### config.mk
export PLATFORM = sky130hd
export DESIGN_NAME = knn_sqdist
export DESIGN_NICKNAME = d
export VERILOG_FILES = /design/src/sv/knn_pkg.sv /design/src/sv/knn_sqdist.sv
export SDC_FILE = /design/constraint.sdc
export NUM_CORES = 1
export LEC_CHECK = 0
export ABC_CLOCK_PERIOD_IN_PS = 9000
export BUFFER_PORTS_ARGS = -buffer_cell sky130_fd_sc_hd__buf_2
export CORE_MARGIN = 10
export CORE_UTILIZATION = 35
export DETAILED_ROUTE_END_ITERATION = 8
export PLACE_DENSITY_LB_ADDON = 0.3
export SYNTH_ARGS = -nofsm -noshare
export SYNTH_HDL_FRONTEND = slang
export SYNTH_SLANG_ARGS = --single-unit
### constraint.sdc
create_clock -name clk -period 9 [get_ports clk]
set_input_delay 1.8 -clock clk [delete_from_list [all_inputs] [get_ports clk]]
set_output_delay 1.8 -clock clk [all_outputs]
set_load 0.1 [all_outputs]
### src/sv/knn_pkg.sv
`timescale 1ns / 1ps

package knn_pkg;

	// Defaults for the top-level parameters.
	localparam int MAX_POINTS_DEF = 64;
	localparam int COORD_BITS_DEF = 16;

	// Fixed widths of the item fields.
	localparam int K_BITS    = 7;
	localparam int FUNC_BITS = 2;
	localparam logic [K_BITS-1:0] K_RESET = 7'd3;

	// Function codes carried on the input side.
	localparam logic [FUNC_BITS-1:0] FUNC_LOAD     = 2'd0;
	localparam logic [FUNC_BITS-1:0] FUNC_CLASSIFY = 2'd1;
	localparam logic [FUNC_BITS-1:0] FUNC_CLEAR    = 2'd2;

	typedef enum logic [3:0] {
		ST_IDLE,
		ST_D_ADDR,
		ST_D_X,
		ST_D_Y,
		ST_D_WR,
		ST_S_START,
		ST_S_SCAN,
		ST_S_VOTE,
		ST_DONE
	} state_t;

	// Control of the shared squared-distance unit.
	typedef struct packed {
		logic sel_y;
		logic latch;
	} dctl_t;

endpackage

### src/sv/knn_sqdist.sv
`timescale 1ns / 1ps

// Shared squaring unit: one signed multiplier, used once for x and once for y.
module knn_sqdist #(
	parameter int COORD_BITS = 16
) (
	input  logic                    clk,
	input  knn_pkg::dctl_t          ctl,
	input  logic [COORD_BITS-1:0]   ref_x,
	input  logic [COORD_BITS-1:0]   ref_y,
	input  logic [COORD_BITS-1:0]   qry_x,
	input  logic [COORD_BITS-1:0]   qry_y,
	output logic [2*COORD_BITS+1:0] sq_sum
);

	logic signed [COORD_BITS:0]     diff;
	logic signed [2*COORD_BITS+1:0] sq;
	logic [2*COORD_BITS:0]          prod_q;
	logic [2*COORD_BITS:0]          acc_q;

	always_comb begin
		if (ctl.sel_y) begin
			diff = $signed({ref_y[COORD_BITS-1], ref_y}) - $signed({qry_y[COORD_BITS-1], qry_y});
		end else begin
			diff = $signed({ref_x[COORD_BITS-1], ref_x}) - $signed({qry_x[COORD_BITS-1], qry_x});
		end
		sq = diff * diff;
	end

	always_ff @(posedge clk) begin
		prod_q <= sq[2*COORD_BITS:0];
		if (ctl.latch) begin
			acc_q <= prod_q;
		end
	end

	assign sq_sum = {1'b0, acc_q} + {1'b0, prod_q};

endmodule

==> impl_metrics.tcl <==
set metrics [dict create \
    synth_flop_cell "edfxtp_1" \
    cpMostUsedCell "fa_1" \
    critPathSlowestCell "fa_1" \
    area_delta_synth_final_pct 31.2 \
    ys_ff_latch 64 \
    grt_util_all_layers_pct 15.8 \
    synth_cell_types 73 \
    viasPerCell 4.81 \
    yosysTopAreaCell "fa_1" \
    synth_cells 1558 \
    dieArea_sq_um 49500 \
    ioPinCount 101 \
    netlist.area_leader.share_pct 37.1 \
    finalCriticalPeriod_ps 9070 \
    clock_latency_ps 350 \
    clk_pin_slew_ps 60 \
    post-route-util_pct 46.3 \
    whs_path_depth 0 \
    drt_first_pass_iters 5 \
    vias 11831 \
    violations "negative setup slack" \
    setup_viol 1 \
    dpl.cell_count 2423 \
    drc 0 \
    min-delay-start "prod_q[0]" \
    grt_pass1_vias 13301 \
    clkSinkCount 64 \
    finalHoldViolCount 0 \
    arrival_ps 9360 \
    drt_iter0_markers 542 \
    fin_nets 2405 \
    insertedDiodeCount 0 \
    maxSlewHeadroom_pct 45.6 \
    reg2reg_depth 0 \
    htree_levels 3 \
    synthTopCellsByCount "inv_1 (336), fa_1 (266), ha_1 (147), nor2_1 (147), nand2_1 (112)" \
    cts_tree "done" \
    syn_area_sq_um 14300 \
    worst_slack_ps -67.8 \
    crit_type "primary input to register" \
    critPathRequiredTime_ps 9290 \
    yosysMostFrequentCell "inv_1" \
    synthesis.nets 2038 \
    core_area_sq_um 40600 \
    period_share_pct 101 \
    min_to "acc_q[0]" \
    hpwl_um 32700 \
    drive_gt1_share_pct 28.7 \
    reg2reg_slack_ps 8430 \
    wl_per_cell_um 15.4 \
    grt_pass1_wl_um 64600 \
    outcome "finished, violations left" \
    reg2reg_from "prod_q[27]" \
    rsz0062_at_grt "true" \
    multi_input_area_sq_um 12100 \
    seq_area_sq_um 1600 \
    avgSynthCellArea_sq_um 9.21 \
    n_fill_cell 3918 \
    synth_area_leaders "fa_1 (37%), ha_1 (13%), inv_1 (8.8%)" \
    die_y_um 222 \
    instances_no_fill 2462 \
    hp-class "register to register" \
    gr-total-overflow 0 \
    finalMaxSlewViolations 0 \
    tightest_slew_ps 815 \
    maxCapViolations 0 \
    cts_made_buffers 9 \
    fmax_mhz 110 \
    row_count 74 \
    synth_edf_count 32 \
    fin_skew_ps 6.96 \
    cts_buffer_depth 2 \
    ys_seq_area_share_pct 11.2 \
    max_stage_delay_ps 520 \
    ant_nets 0 \
    grt_max_degree 33 \
    wirelength_um 38000 \
    holdBufCountCts 0 \
    cts.root.buffer_cell "clkbuf_16" \
    numPortBuffers 100 \
    place.gp.congestion 0.904 \
    crit_fanout 5 \
    antenna_found_initial 0 \
    die_x_um 222 \
    yosys_warnings 0 \
    r2r-end "acc_q[27]" \
    endpoint_kind "register" \
    async_reset_ff_share_pct 0 \
    initial_core_util_pct 35.3 \
    start_kind "primary input" \
]
[worst max-delay path, delay by kind of cell]
| family | cells | cell delay, ps |
|---|---|---|
| compound gates | 10 | 2290 |
| simple gates | 5 | 950 |
| fa+ha+maj | 8 | 3330 |
| mux | 1 | 320 |
| buf+inv | 8 | 660 |
[layer usage]
| metal | vias to the layer above | GRT usage (%) | share of wire (%) |
|---|---|---|---|
| li1 | 5724 | - | - |
| met1 | 5937 | 19.1 | 43 |
| met2 | 140 | 29.6 | 53 |
| met3 | 30 | 1.71 | 2.6 |
| met4 | 0 | 3.25 | 1.5 |
| met5 | - | 0 | 0 |
[worst max-delay path by stage]
stage                     startpoint         end  slack [ps]  cells after the start
after global routing        ref_x[5]  prod_q[30]        -310                     31
after floorplan             qry_x[1]  prod_q[30]        -140                     31
final                       ref_x[5]  prod_q[30]         -70                     32
after detailed placement    ref_y[0]  prod_q[27]        -950                     33
after CTS                   ref_x[5]  prod_q[30]         -80                     31
after global placement      ref_y[0]  prod_q[27]        -870                     33
[cell families after synthesis]
family | synth area share, %
adder cells (fa/ha/maj) | 49.9
buffers and inverters | 10.0
AND/OR/NAND/NOR | 11.2
AO/OA/AOI/OAI | 12.5
XOR/XNOR | 4.82
flip-flops | 11.2
multiplexers | 0.445
[state kept, by name, summed over array words and instances, names as in the netlist]
| name | flops |
|---|---|
| prod_q | 32 |
| acc_q | 32 |
[area by class of cell]
| class | count | share of cell area (%) |
|---|---|---|
| clock buffer | 11 | 1.46 |
| clock inverter | 5 | 0.346 |
| inverter | 341 | 6.87 |
| tap | 532 | 3.54 |
| multi-input combinational | 1117 | 64.1 |
| timing repair buffer | 392 | 15.2 |
| sequential | 64 | 8.51 |
[repair_timing]
item / 4_1_cts / 5_1_grt
gates resized for setup: 73 / 102
buffers inserted: 5 / 20
endpoints found under the setup margin: 10 / 11
pin swaps: 26 / 47
[cells in the final DEF, fill, tap and decap left out, types with 7 or more instances in the layout]
master / count
nor2b_1: 7
and3_1: 11
inv_2: 22
fa_1: 261
nand2b_1: 12
xor2_1: 24
clkbuf_16: 11
inv_1: 314
edfxtp_1: 32
or2_2: 7
buf_4: 273
ha_4: 15
dfxtp_1: 32
nand3_1: 12
nand2_2: 8
nor3_1: 18
o211ai_1: 8
a21o_1: 24
buf_6: 18
ha_1: 130
buf_2: 94
o21ai_0: 32
nor2_1: 138
xnor2_1: 52
nand2_1: 102
o31a_1: 7
a21oi_2: 8
a21oi_1: 52
o21a_1: 21
[through the flow]
stage                     hold WS (ps)  setup TNS, ps  setup slack, ps  area (sq um)
after global routing               452           -945             -311         18800
final                              441          -67.8            -67.8         18800
after detailed placement           424          -8090             -952         17500
after CTS                          441          -82.6            -79.0         18200
after floorplan                    415           -138             -138         14500
after global placement             423          -7160             -873         17500
Power is left out: the tool's default activity adds up to more than one toggle a clock period on the data nets, which glitch-free logic cannot reach.
