===== config.mk =====
export PLATFORM = sky130hd
export DESIGN_NAME = knn_ram
export DESIGN_NICKNAME = d
export VERILOG_FILES = /design/src/sv/knn_ram.sv
export SDC_FILE = /design/constraint.sdc
export NUM_CORES = 1
export LEC_CHECK = 0
export ABC_CLOCK_PERIOD_IN_PS = 4900
export BUFFER_PORTS_ARGS = -buffer_cell sky130_fd_sc_hd__buf_2
export CAP_MARGIN = 40
export CORE_UTILIZATION = 30
export DETAILED_ROUTE_END_ITERATION = 10
export HOLD_SLACK_MARGIN = 0.05
export PLACE_DENSITY = 0.43
export SLEW_MARGIN = 20
export SYNTH_ARGS = -nofsm -noshare
export SYNTH_HDL_FRONTEND = slang
export SYNTH_SLANG_ARGS = --single-unit

===== constraint.sdc =====
create_clock -name clk -period 4.9 [get_ports clk]
set_input_delay 0.245 -clock clk [delete_from_list [all_inputs] [get_ports clk]]
set_output_delay 0.245 -clock clk [all_outputs]
set_load 0.05 [all_outputs]

===== src/sv/knn_ram.sv =====
`timescale 1ns / 1ps

module knn_ram #(
	parameter int WIDTH = 8,
	parameter int DEPTH = 64
) (
	input  logic                                     clk,
	input  logic                                     we,
	input  logic [((DEPTH > 1) ? $clog2(DEPTH) : 1)-1:0] waddr,
	input  logic [WIDTH-1:0]                         wdata,
	input  logic [((DEPTH > 1) ? $clog2(DEPTH) : 1)-1:0] raddr,
	output logic [WIDTH-1:0]                         rdata
);

	logic [WIDTH-1:0] mem_q [DEPTH];

	always_ff @(posedge clk) begin
		if (we) begin
			mem_q[waddr] <= wdata;
		end
		rdata <= mem_q[raddr];
	end

endmodule


==> results by group, run 1 <==
Outcome
  • Run status: finished with violations
  • Failing checks: DRC

Worst setup path
  • CP Data Arrival Time: 2.79 ns
  • CP startpoint kind: primary input
  • WP data required: roughly 5.4 ns
  • Critical path class: in2reg
  • Crit path capture type: flip-flop
  • CP max FO: 55

STA
  • Clock Skew: 0.01801 ns
  • RSZ-0062 raised after global routing: no
  • Final Max Tran Viols: 0
  • Max Freq: 0.4300 GHz
  • Final hold violations: 0
  • Tightest Pin Transition: 0.7901 ns
  • Endpoints failing setup: 0
  • Worst-case hold slack: 0.1202 ns
  • Relative slew slack: 0.4713
  • Final worst slack: around 2.6 ns
  • Setup_tns: 0 ns
  • Period utilisation layout: 0.4746
  • Fin crit period: 2.325 ns

Synth
  • Number of synthesized flops with an enable pin: 512
  • Seq cells post-synth: 520
  • Register area share after synthesis: 0.7703
  • Syn Nets: 962
  • Post-Syn Area: 20170 um^2
  • Mapped Cells: 940
  • Netlist cell types: 40
  • Mean Syn Cell Area: 21.45 um^2
  • Ys flop type: edfxtp_1
  • FFs w/ async S/R, synth: 0
  • YS warnings: 0

Place
  • Buffers on Ports: 29
  • Cell count after placement: 1852
  • Final Wtd Congestion: 0.7915
  • Area of placed instances: 21670 um^2
  • Setup WS pre-CTS: ~2 ns
  • DP Wirelength: 31020 um

Worst hold path
  • HP Class: in2reg

Clock tree
  • CTS tree: built
  • Hold Buf Count CTS: 0
  • Clock buffer depth: 3
  • Clock slew at reported path FFs: 0.07 ns
  • H-tree Lvls: 2
  • CTS Sinks: 520
  • Number of CTS-inserted buffers: 54
  • Resized cells post-CTS: 0
  • Clock root cell: clkbuf_16
  • Buffer count from post-CTS setup fixing: 0
  • Clk_lat worst skew: 0.60 ns

Finish
  • Synth-to-layout area growth: 15.88%
  • Layout cells sized above 1: 0.2995
  • Final Non-Filler Cells: around 2000
  • Finished Cell Area: 23370 um^2
  • Final #Nets: 1074
  • Final Core Density: 0.3536
  • Filler Cells Inserted: 6151

Floorplanning
  • Die W: approximately 260 um
  • Num rows: 94
  • Initial Utilization: 0.3051
  • Die ar.: 68260 um^2
  • Core area: between 60000 and 70000 um^2
  • Die Span Y: approximately 260 um
  • Ports: 30

Power and ir drop
  • Leakage: 7.295 nW
  • Switching Share: 0.2191
  • Part of the power in the clock network: 0.415
  • Power consumption: 9.288 mW
  • Combinational Power Share: 0.053
  • P_int: 7.253 mW
  • Flop pwr share: 0.532
  • Switching pwr: 2.035 mW
  • Power per cell area: approximately 400 nW/um^2
  • Peak supply drop: 249.2 uV

Drt
  • Via count: roughly 9600
  • First drt pass iteration count: 8
  • DR vias/cell: a little under 5
  • DR iter-0 viols: 784
  • Routed wire length: 49390 um
  • Antenna-violating nets left: 0
  • Routed WL per cell: ~25 um
  • Remaining DRCs: 6

GRT
  • Initial antenna violation count: 5
  • GR Overflow Total: 0
  • Global-route wire length before repair: between 70000 and 80000 um
  • GRT Resource Usage Total: 0.1482
  • Largest net degree at the start of global routing: 65
  • Vias in the first global route: 9895

Run
  • Maximum capacitance violations: 0
==> cell families after synthesis <==
logic type	count (synthesis)	synth area share
simple gates	153	0.03387
mux	162	0.1594
flops	520	0.7703
compound gates	54	0.02072
buf+inv	51	0.01570
==> power by group through the flow <==
| stage | combinational, mW | clock [mW] | sequential (mW) |
|---|---|---|---|
| finish | 0.494 | 3.85 | 4.94 |
| global route | 0.530 | 4.12 | 4.94 |
| CTS | 0.508 | 3.96 | 4.94 |
| detailed placement | 0.507 | 0 | 5.04 |
| global placement | 0.497 | 0 | 5.04 |
| floorplan | 0.262 | 0 | 5.06 |
==> placed cells by master, fill, tap and decap left out, types with 12 or more instances in the layout <==
cell type | Yosys | final
nand2_1 | 19 | 19
clkbuf_16 | 0 | 54
mux2_2 | 13 | 13
nor2b_1 | 14 | 14
clkinv_2 | 0 | 12
nor2_1 | 83 | 81
edfxtp_1 | 512 | 512
nand3_1 | 13 | 13
mux4_2 | 126 | 126
mux2i_1 | 23 | 23
clkbuf_1 | 17 | 12
buf_2 | 11 | 26
buf_4 | 13 | 75
==> cells in the mapped netlist, types with 8 or more instances <==
cell type,instances,area [um^2]
mux2i_1,23,230.2
o22ai_1,8,50.05
nor2b_1,14,87.58
mux4_2,126,2838
edfxtp_1,512,15370
nand2_1,19,71.32
buf_4,13,97.59
buf_2,11,55.05
nor2_1,83,311.6
mux2_2,13,146.4
o221ai_1,8,70.07
dfxtp_1,8,160.2
clkbuf_1,17,63.81
nand3_1,13,65.06
==> critical path: stages <==
cell      delay [ns]
clkbuf_8        0.29
buf_16          0.35
buf_4           0.38
mux4_2          0.58
mux4_2          0.56
o21ai_1         0.17
o41ai_1         0.10
==> final timing paths <==
check	from	slack (ns)	depth (start not counted)	to
min reg2reg	mem_q[42][6]	0.90	5	rdata[6]
min	raddr[5]	0.12	3	rdata[6]
max reg2reg	mem_q[20][4]	2.75	5	rdata[4]
max	raddr[0]	2.57	7	rdata[5]
==> flip-flops by register name, summed over array words and instances, names as in the netlist <==
register and flops:
mem_q 512, rdata 8
==> cell type report <==
type	instances	area, um^2	area share
tap	864	1081	0.04626
timing repair buffer	107	788.3	0.03373
multi-input combinational	369	4330	0.1853
clock buffer	68	1424	0.06093
clock inverter	28	206.4	0.008834
antenna	2	5.005	0.0002142
sequential	520	15530	0.6647
==> per-layer routing <==
| layer | part of all wire | GRT usage |
|---|---|---|
| met4 | 0.017 | 0.03828 |
| met3 | 0.052 | 0.02962 |
| met2 | 0.48 | 0.2363 |
| met1 | 0.45 | 0.2071 |
| met5 | 0.00071 | 0 |
No activity file was read; power rests on OpenSTA's default activity.
==> inputs of run 2 (changes only) <==
--- a/config.mk
+++ b/config.mk
@@ -5,13 +5,13 @@
 export SDC_FILE = /design/constraint.sdc
 export NUM_CORES = 1
 export LEC_CHECK = 0
-export ABC_CLOCK_PERIOD_IN_PS = 4900
+export ABC_CLOCK_PERIOD_IN_PS = 2050
 export BUFFER_PORTS_ARGS = -buffer_cell sky130_fd_sc_hd__buf_2
 export CAP_MARGIN = 40
 export CORE_UTILIZATION = 30
 export DETAILED_ROUTE_END_ITERATION = 10
 export HOLD_SLACK_MARGIN = 0.05
-export PLACE_DENSITY = 0.43
+export PLACE_DENSITY = 0.44
 export SLEW_MARGIN = 20
 export SYNTH_ARGS = -nofsm -noshare
 export SYNTH_HDL_FRONTEND = slang
==> constraint.sdc (replaced) <==
create_clock -name clk -period 2.05 [get_ports clk]
set_input_delay 0.1025 -clock clk [delete_from_list [all_inputs] [get_ports clk]]
set_output_delay 0.1025 -clock clk [all_outputs]
set_load 0.05 [all_outputs]
==> results by group, run 2 (same netlist as run 1, synthesis figures left out) <==
Power and ir drop
  • Peak supply drop: 657.2 uV (was 249.2 uV)
  • Power per cell area: 922.6 nW/um^2 (was 397.4 nW/um^2)
  • Leakage: 7.838 nW (was 7.295 nW)

Floorplanning
  • Ports: 30 (unchanged)
  • Initial Utilization: 0.3051 (unchanged)
  • Die W: 261.3 um (unchanged)
  • Num rows: 94 (unchanged)
  • Core area: 66100 um^2 (unchanged)
  • Die ar.: 68260 um^2 (unchanged)
  • Die Span Y: 261.3 um (unchanged)

Finish
  • Filler Cells Inserted: 6098 (was 6151)
  • Largest registers: mem_q (512), rdata (8) (unchanged)
  • Finished Cell Area: 24290 um^2 (was 23370 um^2)
  • Most frequent cells in the layout: edfxtp_1 (512), buf_4 (159), mux4_2 (126), nor2_1 (83), clkbuf_16 (57) (was edfxtp_1 (512), mux4_2 (126), nor2_1 (81), buf_4 (75), clkbuf_16 (54))
  • Biggest register: mem_q (unchanged)
  • Commonest non-fill, non-tap cell in the layout: edfxtp_1 (unchanged)
  • Register area: 15530 um^2 (unchanged)
  • Final #Nets: 1176 (was 1074)
  • Area of the multi-input gates: 4325 um^2 (was 4330 um^2)
  • Layout cells sized above 1: 0.3434 (was 0.2995)
  • Synth-to-layout area growth: 20.44% (was 15.88%)
  • Max reg flops: 512 (unchanged)

GRT
  • Vias in the first global route: 10250 (was 9895)
  • GR Overflow Total: 0 (unchanged)
  • GRT Resource Usage Total: 0.1532 (was 0.1482)
  • Global-route wire length before repair: 74560 um (was 72060 um)
  • Initial antenna violation count: 2 (was 5)
  • Largest net degree at the start of global routing: 65 (unchanged)

Clock tree
  • Clock slew at reported path FFs: 0.06 ns (was 0.07 ns)
  • Clk_lat worst skew: 0.60 ns (about the same)
  • CTS tree: built (unchanged)
  • CTS Sinks: 520 (unchanged)
  • H-tree Lvls: 2 (unchanged)
  • Clock buffer depth: 3 (unchanged)
  • Clock root cell: clkbuf_16 (unchanged)
  • Number of CTS-inserted buffers: 55 (was 54)

Place
  • Area of placed instances: 22550 um^2 (was 21670 um^2)
  • Setup WS pre-CTS: -0.2629 ns (was 1.945 ns)
  • DP Wirelength: 34010 um (was 31020 um)
  • Buffers on Ports: 29 (unchanged)
  • Final Wtd Congestion: 0.7857 (was 0.7915)

STA
  • Final worst slack: 0.04050 ns (was 2.575 ns)
  • Clock Skew: 0.01464 ns (was 0.01801 ns)
  • Max Freq: 0.4976 GHz
  • Relative slew slack: 0.5307 (was 0.4713)
  • Worst-case hold slack: 0.09596 ns (was 0.1202 ns)
  • Fin crit period: 2.009 ns
  • RSZ-0062 raised after global routing: no (unchanged)
  • Final hold violations: 0 (unchanged)
  • Endpoints failing setup: 0 (unchanged)
  • Final Max Tran Viols: 0 (unchanged)
  • Tightest Pin Transition: 0.7039 ns (was 0.7901 ns)
  • Period utilisation layout: 0.9802

Worst setup path
  • CP startpoint kind: flip-flop (was primary input)
  • CP Data Arrival Time: 2.45 ns (was 2.79 ns)
  • Crit path capture type: flip-flop (unchanged)
  • Critical path class: reg2reg (was in2reg)
  • CP max FO: 1 (was 55)
  • WP data required: 2.50 ns (was 5.36 ns)

Drt
  • First drt pass iteration count: 10 (was 8)
  • Routed WL per cell: 24.91 um (was 25.22 um)
  • DR vias/cell: 4.865 (was 4.911)
  • Via count: 10030 (was 9616)
  • DR iter-0 viols: 974 (was 784)
  • Remaining DRCs: 4 (was 6)
  • Routed wire length: 51360 um (was 49390 um)
  • Antenna-violating nets left: 0 (unchanged)

Outcome
  • Failing checks: DRC (unchanged)
  • Run status: finished with violations (unchanged)

Worst hold path
  • HP Class: in2reg (unchanged)

Run
  • Maximum capacitance violations: 0 (unchanged)
run 2: changes by cell type in the layout (fill, tap and decap cells not counted), sizes merged:
cell | before | now
buf | 106 | 199
diode | 2 | 1
dlygate4sd3 | 0 | 8
bufinv | 2 | 1
inv | 2 | 0
clkinvlp | 3 | 0
clkinv | 21 | 15
clkbuf | 69 | 85
run 2: per-layer routing:
layer | wire (um) | track usage | part of all wire | up-vias
li1 | - | - | - | 4362
met3 | 2196 | 0.02274 | 0.043 | 61
met4 | 860 | 0.03989 | 0.017 | 4
met1 | 24720 | 0.2286 | 0.48 | 5390
met5 | 23 | 0 | 0.00045 | -
met2 | 23550 | 0.2335 | 0.46 | 214
run 2: what timing repair did:
| action | CTS | global route |
|---|---|---|
| setup buffers | 0 | 0 |
| resized for setup | 0 | 2 |
| setup endpoints to repair | 0 | 2 |
| hold endpoints to repair | 116 | 0 |
| hold buffers | 8 | 0 |
run 2: path summary, 6_finish.rpt:
kind | endpoint | cells after the start | slack [ns] | from
max | rdata[7] | 4 | 0.04 | mem_q[6][7]
min | mem_q[21][1] | 1 | 0.1 | wdata[1]
max reg2reg | rdata[7] | 4 | 0.04 | mem_q[6][7]
min reg2reg | rdata[3] | 5 | 0.92 | mem_q[47][3]
run 2: through the flow:
stage	cells	util	TNS (ns)	power [mW]
2_1_floorplan	940	-	0	12.71
3_3_place_gp	1953	0.3411	-1.370	13.39
3_5_place_dp	1953	0.3411	-1.394	13.40
4_1_cts	2061	0.3673	0	22.70
5_1_grt	2061	0.3674	0	23.15
6_report	2062	0.3675	0	22.41
run 2: where the power goes:
part | switching (mW) | internal, mW
clock network | 3.95 | 5.29
logic | 0.808 | 0.552
registers | 0.0406 | 11.8
total | 4.80 | 17.6
run 2: layout make-up:
class | count | share of cell area
sequential | 520 | 0.6396
multi-input combinational | 369 | 0.1781
timing repair buffer | 208 | 0.06990
clock buffer | 84 | 0.06372
tap | 864 | 0.04451
clock inverter | 16 | 0.004121
antenna | 1 | 0.0001030
run 2: critical path, cell delays in order (launching register included):
cell and delay (ns):
edfxtp_1 0.37, mux4_2 0.45, mux2_2 0.31, o311ai_1 0.58, nand2_1 0.16
==> inputs of run 3 (changes only) <==
--- a/config.mk
+++ b/config.mk
@@ -5,13 +5,14 @@
 export SDC_FILE = /design/constraint.sdc
 export NUM_CORES = 1
 export LEC_CHECK = 0
+export ABC_AREA = 1
 export ABC_CLOCK_PERIOD_IN_PS = 2050
 export BUFFER_PORTS_ARGS = -buffer_cell sky130_fd_sc_hd__buf_2
 export CAP_MARGIN = 40
 export CORE_UTILIZATION = 30
 export DETAILED_ROUTE_END_ITERATION = 10
 export HOLD_SLACK_MARGIN = 0.05
-export PLACE_DENSITY = 0.44
+export PLACE_DENSITY = 0.51
 export SLEW_MARGIN = 20
 export SYNTH_ARGS = -nofsm -noshare
 export SYNTH_HDL_FRONTEND = slang
==> results by group, run 3 <==
Drt
  • Via count: 14110 (was 10030)
  • Routed wire length: 59240 um (was 51360 um)
  • DR iter-0 viols: 1515 (was 974)
  • DR vias/cell: 4.880 (was 4.865)
  • Routed WL per cell: 20.49 um (was 24.91 um)
  • Remaining DRCs: 0 (was 4)
  • First drt pass iteration count: 6 (was 10)
  • Antenna-violating nets left: 0 (unchanged)

STA
  • Final Max Tran Viols: 0 (unchanged)
  • Fin crit period: 1.563 ns (was 2.009 ns)
  • Max Freq: 0.6396 GHz (was 0.4976 GHz)
  • Clock Skew: 0.01158 ns (was 0.01464 ns)
  • Setup_tns: 0 ns (unchanged)
  • Relative slew slack: 0.5725 (was 0.5307)
  • Endpoints failing setup: 0 (unchanged)
  • Worst-case hold slack: 0.08290 ns (was 0.09596 ns)
  • Final hold violations: 0 (unchanged)
  • Tightest Pin Transition: 0.6413 ns (was 0.7039 ns)
  • RSZ-0062 raised after global routing: no (unchanged)
  • Period utilisation layout: 0.7627 (was 0.9802)

Floorplanning
  • Num rows: 97 (was 94)
  • Core area: 70150 um^2 (was 66100 um^2)
  • Die Span Y: 268.7 um (was 261.3 um)
  • Die ar.: 72200 um^2 (was 68260 um^2)
  • Initial Utilization: 0.3042 (was 0.3051)
  • Ports: 30 (unchanged)
  • Die W: 268.7 um (was 261.3 um)

Power and ir drop
  • Leakage: 8.947 nW (was 7.838 nW)
  • Peak supply drop: 404.3 uV (was 657.2 uV)
  • Power per cell area: 918.6 nW/um^2 (was 922.6 nW/um^2)

Synth
  • YS warnings: 0 (unchanged)
  • Post-Syn Area: 21340 um^2 (was 20170 um^2)
  • Register area share after synthesis: 0.7280 (was 0.7703)
  • Synth area leaders: edfxtp_1 (72%), nand2_1 (11%), nand3_1 (10%) (was edfxtp_1 (76%), mux4_2 (14%), nor2_1 (1.5%))
  • Mean Syn Cell Area: 11.82 um^2 (was 21.45 um^2)
  • Ys flop type: edfxtp_1 (unchanged)
  • Number of synthesized flops with an enable pin: 512 (unchanged)
  • Top-count cell post-synth: nand2_1 (was edfxtp_1)
  • FFs w/ async S/R, synth: 0 (unchanged)
  • Mapped Cells: 1805 (was 940)
  • Syn Nets: 1827 (was 962)
  • Seq cells post-synth: 520 (unchanged)
  • Area leader, netlist: edfxtp_1 (unchanged)
  • Synth top area share: 0.7205 (was 0.7624)
  • Commonest cells in the netlist: nand2_1 (648), edfxtp_1 (512), nand3_1 (439) (was edfxtp_1 (512), mux4_2 (126), nor2_1 (83))
  • Netlist cell types: 16 (was 40)

Worst setup path
  • CP startpoint: rdata[7] (was mem_q[6][7])
  • Crit path capture type: primary output (was flip-flop)
  • CP max stage delay: 0.52 ns (was 0.58 ns)
  • CP max FO: 1 (unchanged)
  • Crit path buf inv count: 1 (was 0)
  • Crit-path slowest cell: dfxtp_1 (was o311ai_1)
  • CP startpoint kind: flip-flop (unchanged)
  • Crit path depth: 1 (was 4)
  • Critical path class: reg2out (was reg2reg)
  • Worst reg2reg startpoint: mem_q[14][4] (was mem_q[6][7])
  • Critical path cell sequence: buf_2 (was mux4_2 -> mux2_2 -> o311ai_1 -> nand2_1)
  • R2R depth: 8 (was 4)
  • WP data required: 1.95 ns (was 2.50 ns)
  • CP top delay family: flip-flops (was multiplexers)
  • CP Data Arrival Time: 1.46 ns (was 2.45 ns)

Finish
  • Layout cells sized above 1: 0.1159 (was 0.3434)
  • Commonest non-fill, non-tap cell in the layout: nand2_1 (was edfxtp_1)
  • Synth-to-layout area growth: 16.40% (was 20.44%)
  • Most frequent cells in the layout: nand2_1 (648), edfxtp_1 (512), nand3_1 (439), buf_4 (98), clkbuf_16 (57) (was edfxtp_1 (512), buf_4 (159), mux4_2 (126), nor2_1 (83), clkbuf_16 (57))
  • Largest registers: mem_q (512), rdata (8) (unchanged)
  • Final #Nets: 1928 (was 1176)
  • Max reg flops: 512 (unchanged)
  • Biggest register: mem_q (unchanged)

Place
  • Final Wtd Congestion: 0.8790 (was 0.7857)
  • Buffers on Ports: 29 (unchanged)
  • DP Wirelength: 35290 um (was 34010 um)

GRT
  • Initial antenna violation count: 3 (was 2)
  • Global-route wire length before repair: 89300 um (was 74560 um)
  • Largest net degree at the start of global routing: 85 (was 65)
  • GRT Resource Usage Total: 0.1656 (was 0.1532)
  • GR Overflow Total: 0 (unchanged)
  • Vias in the first global route: 13790 (was 10250)

Worst hold path
  • Hold Path Depth: 5 (was 1)
  • Min-delay src: raddr[4] (was wdata[1])
  • HP Class: in2reg (unchanged)

Run
  • Maximum capacitance violations: 0 (unchanged)

Clock tree
  • CTS Sinks: 520 (unchanged)
  • Buffer count from post-CTS setup fixing: 0 (unchanged)
  • Clock slew at reported path FFs: 0.06 ns (about the same)
  • CTS tree: built (unchanged)
  • H-tree Lvls: 2 (unchanged)
  • Clock root cell: clkbuf_16 (unchanged)
  • Clock buffer depth: 3 (unchanged)
  • Clk_lat worst skew: 0.60 ns (about the same)
  • Number of CTS-inserted buffers: 54 (was 55)

Outcome
  • Run status: finished clean (was finished with violations)
run 3: stage by stage:
| stage | total power, mW | util | cells | setup WS, ns | instance area, um^2 |
|---|---|---|---|---|---|
| global placement | 13.61 | 0.3289 | 2782 | 0.2059 | 23070 |
| finish | 22.82 | 0.3541 | 2891 | 0.4865 | 24840 |
| floorplan | 12.91 | - | 1805 | 0.1814 | 21340 |
| detailed placement | 13.61 | 0.3289 | 2782 | 0.1825 | 23070 |
| CTS | 23.00 | 0.3540 | 2890 | 0.4903 | 24840 |
| global route | 23.56 | 0.3540 | 2890 | 0.4355 | 24840 |
run 3: cells by family (layout without fill, tap and decap cells):
kind of cell	Yosys count	in the layout	synth area share
flops	520	520	0.7280
simple gates	1160	1160	0.2318
other cells	0	1	0
buf+inv	125	270	0.04022
run 3: cell type report:
type                       instances  area, um^2
sequential                       520       15530
clock inverter                    19       115.1
timing repair buffer             158        1445
inverter                          12       52.55
multi-input combinational       1160        4946
tap                              940        1176
clock buffer                      81        1567
antenna                            1       2.502
fill                            6969       45310
run 3: power breakdown:
group	internal [mW]	leakage [nW]	switching, mW
Clock	5.38	0.819	4.04
Sequential	11.8	4.67	0.0423
Combinational	0.426	3.45	1.17
run 3: repair_timing:
action                    4_1_cts  5_1_grt
hold endpoints to repair      252        0
gates resized for setup         0        0
hold buffers                    8        0
run 3: worst paths after layout:
check              to  slack, ns
min reg2reg  rdata[4]       0.83
max reg2reg  rdata[4]       0.52
max          rdata[7]       0.49
min          rdata[6]       0.08
run 3: routing by layer:
metal  vias to the layer above  wire (um)  share of wire  GRT usage
met5                         -         13        0.00022          0
met4                         2       1212          0.020    0.04254
met3                        87       4666          0.079    0.03671
met2                       481      25770           0.43     0.2464
met1                      6985      27580           0.47     0.2428
li1                       6553          -              -          -
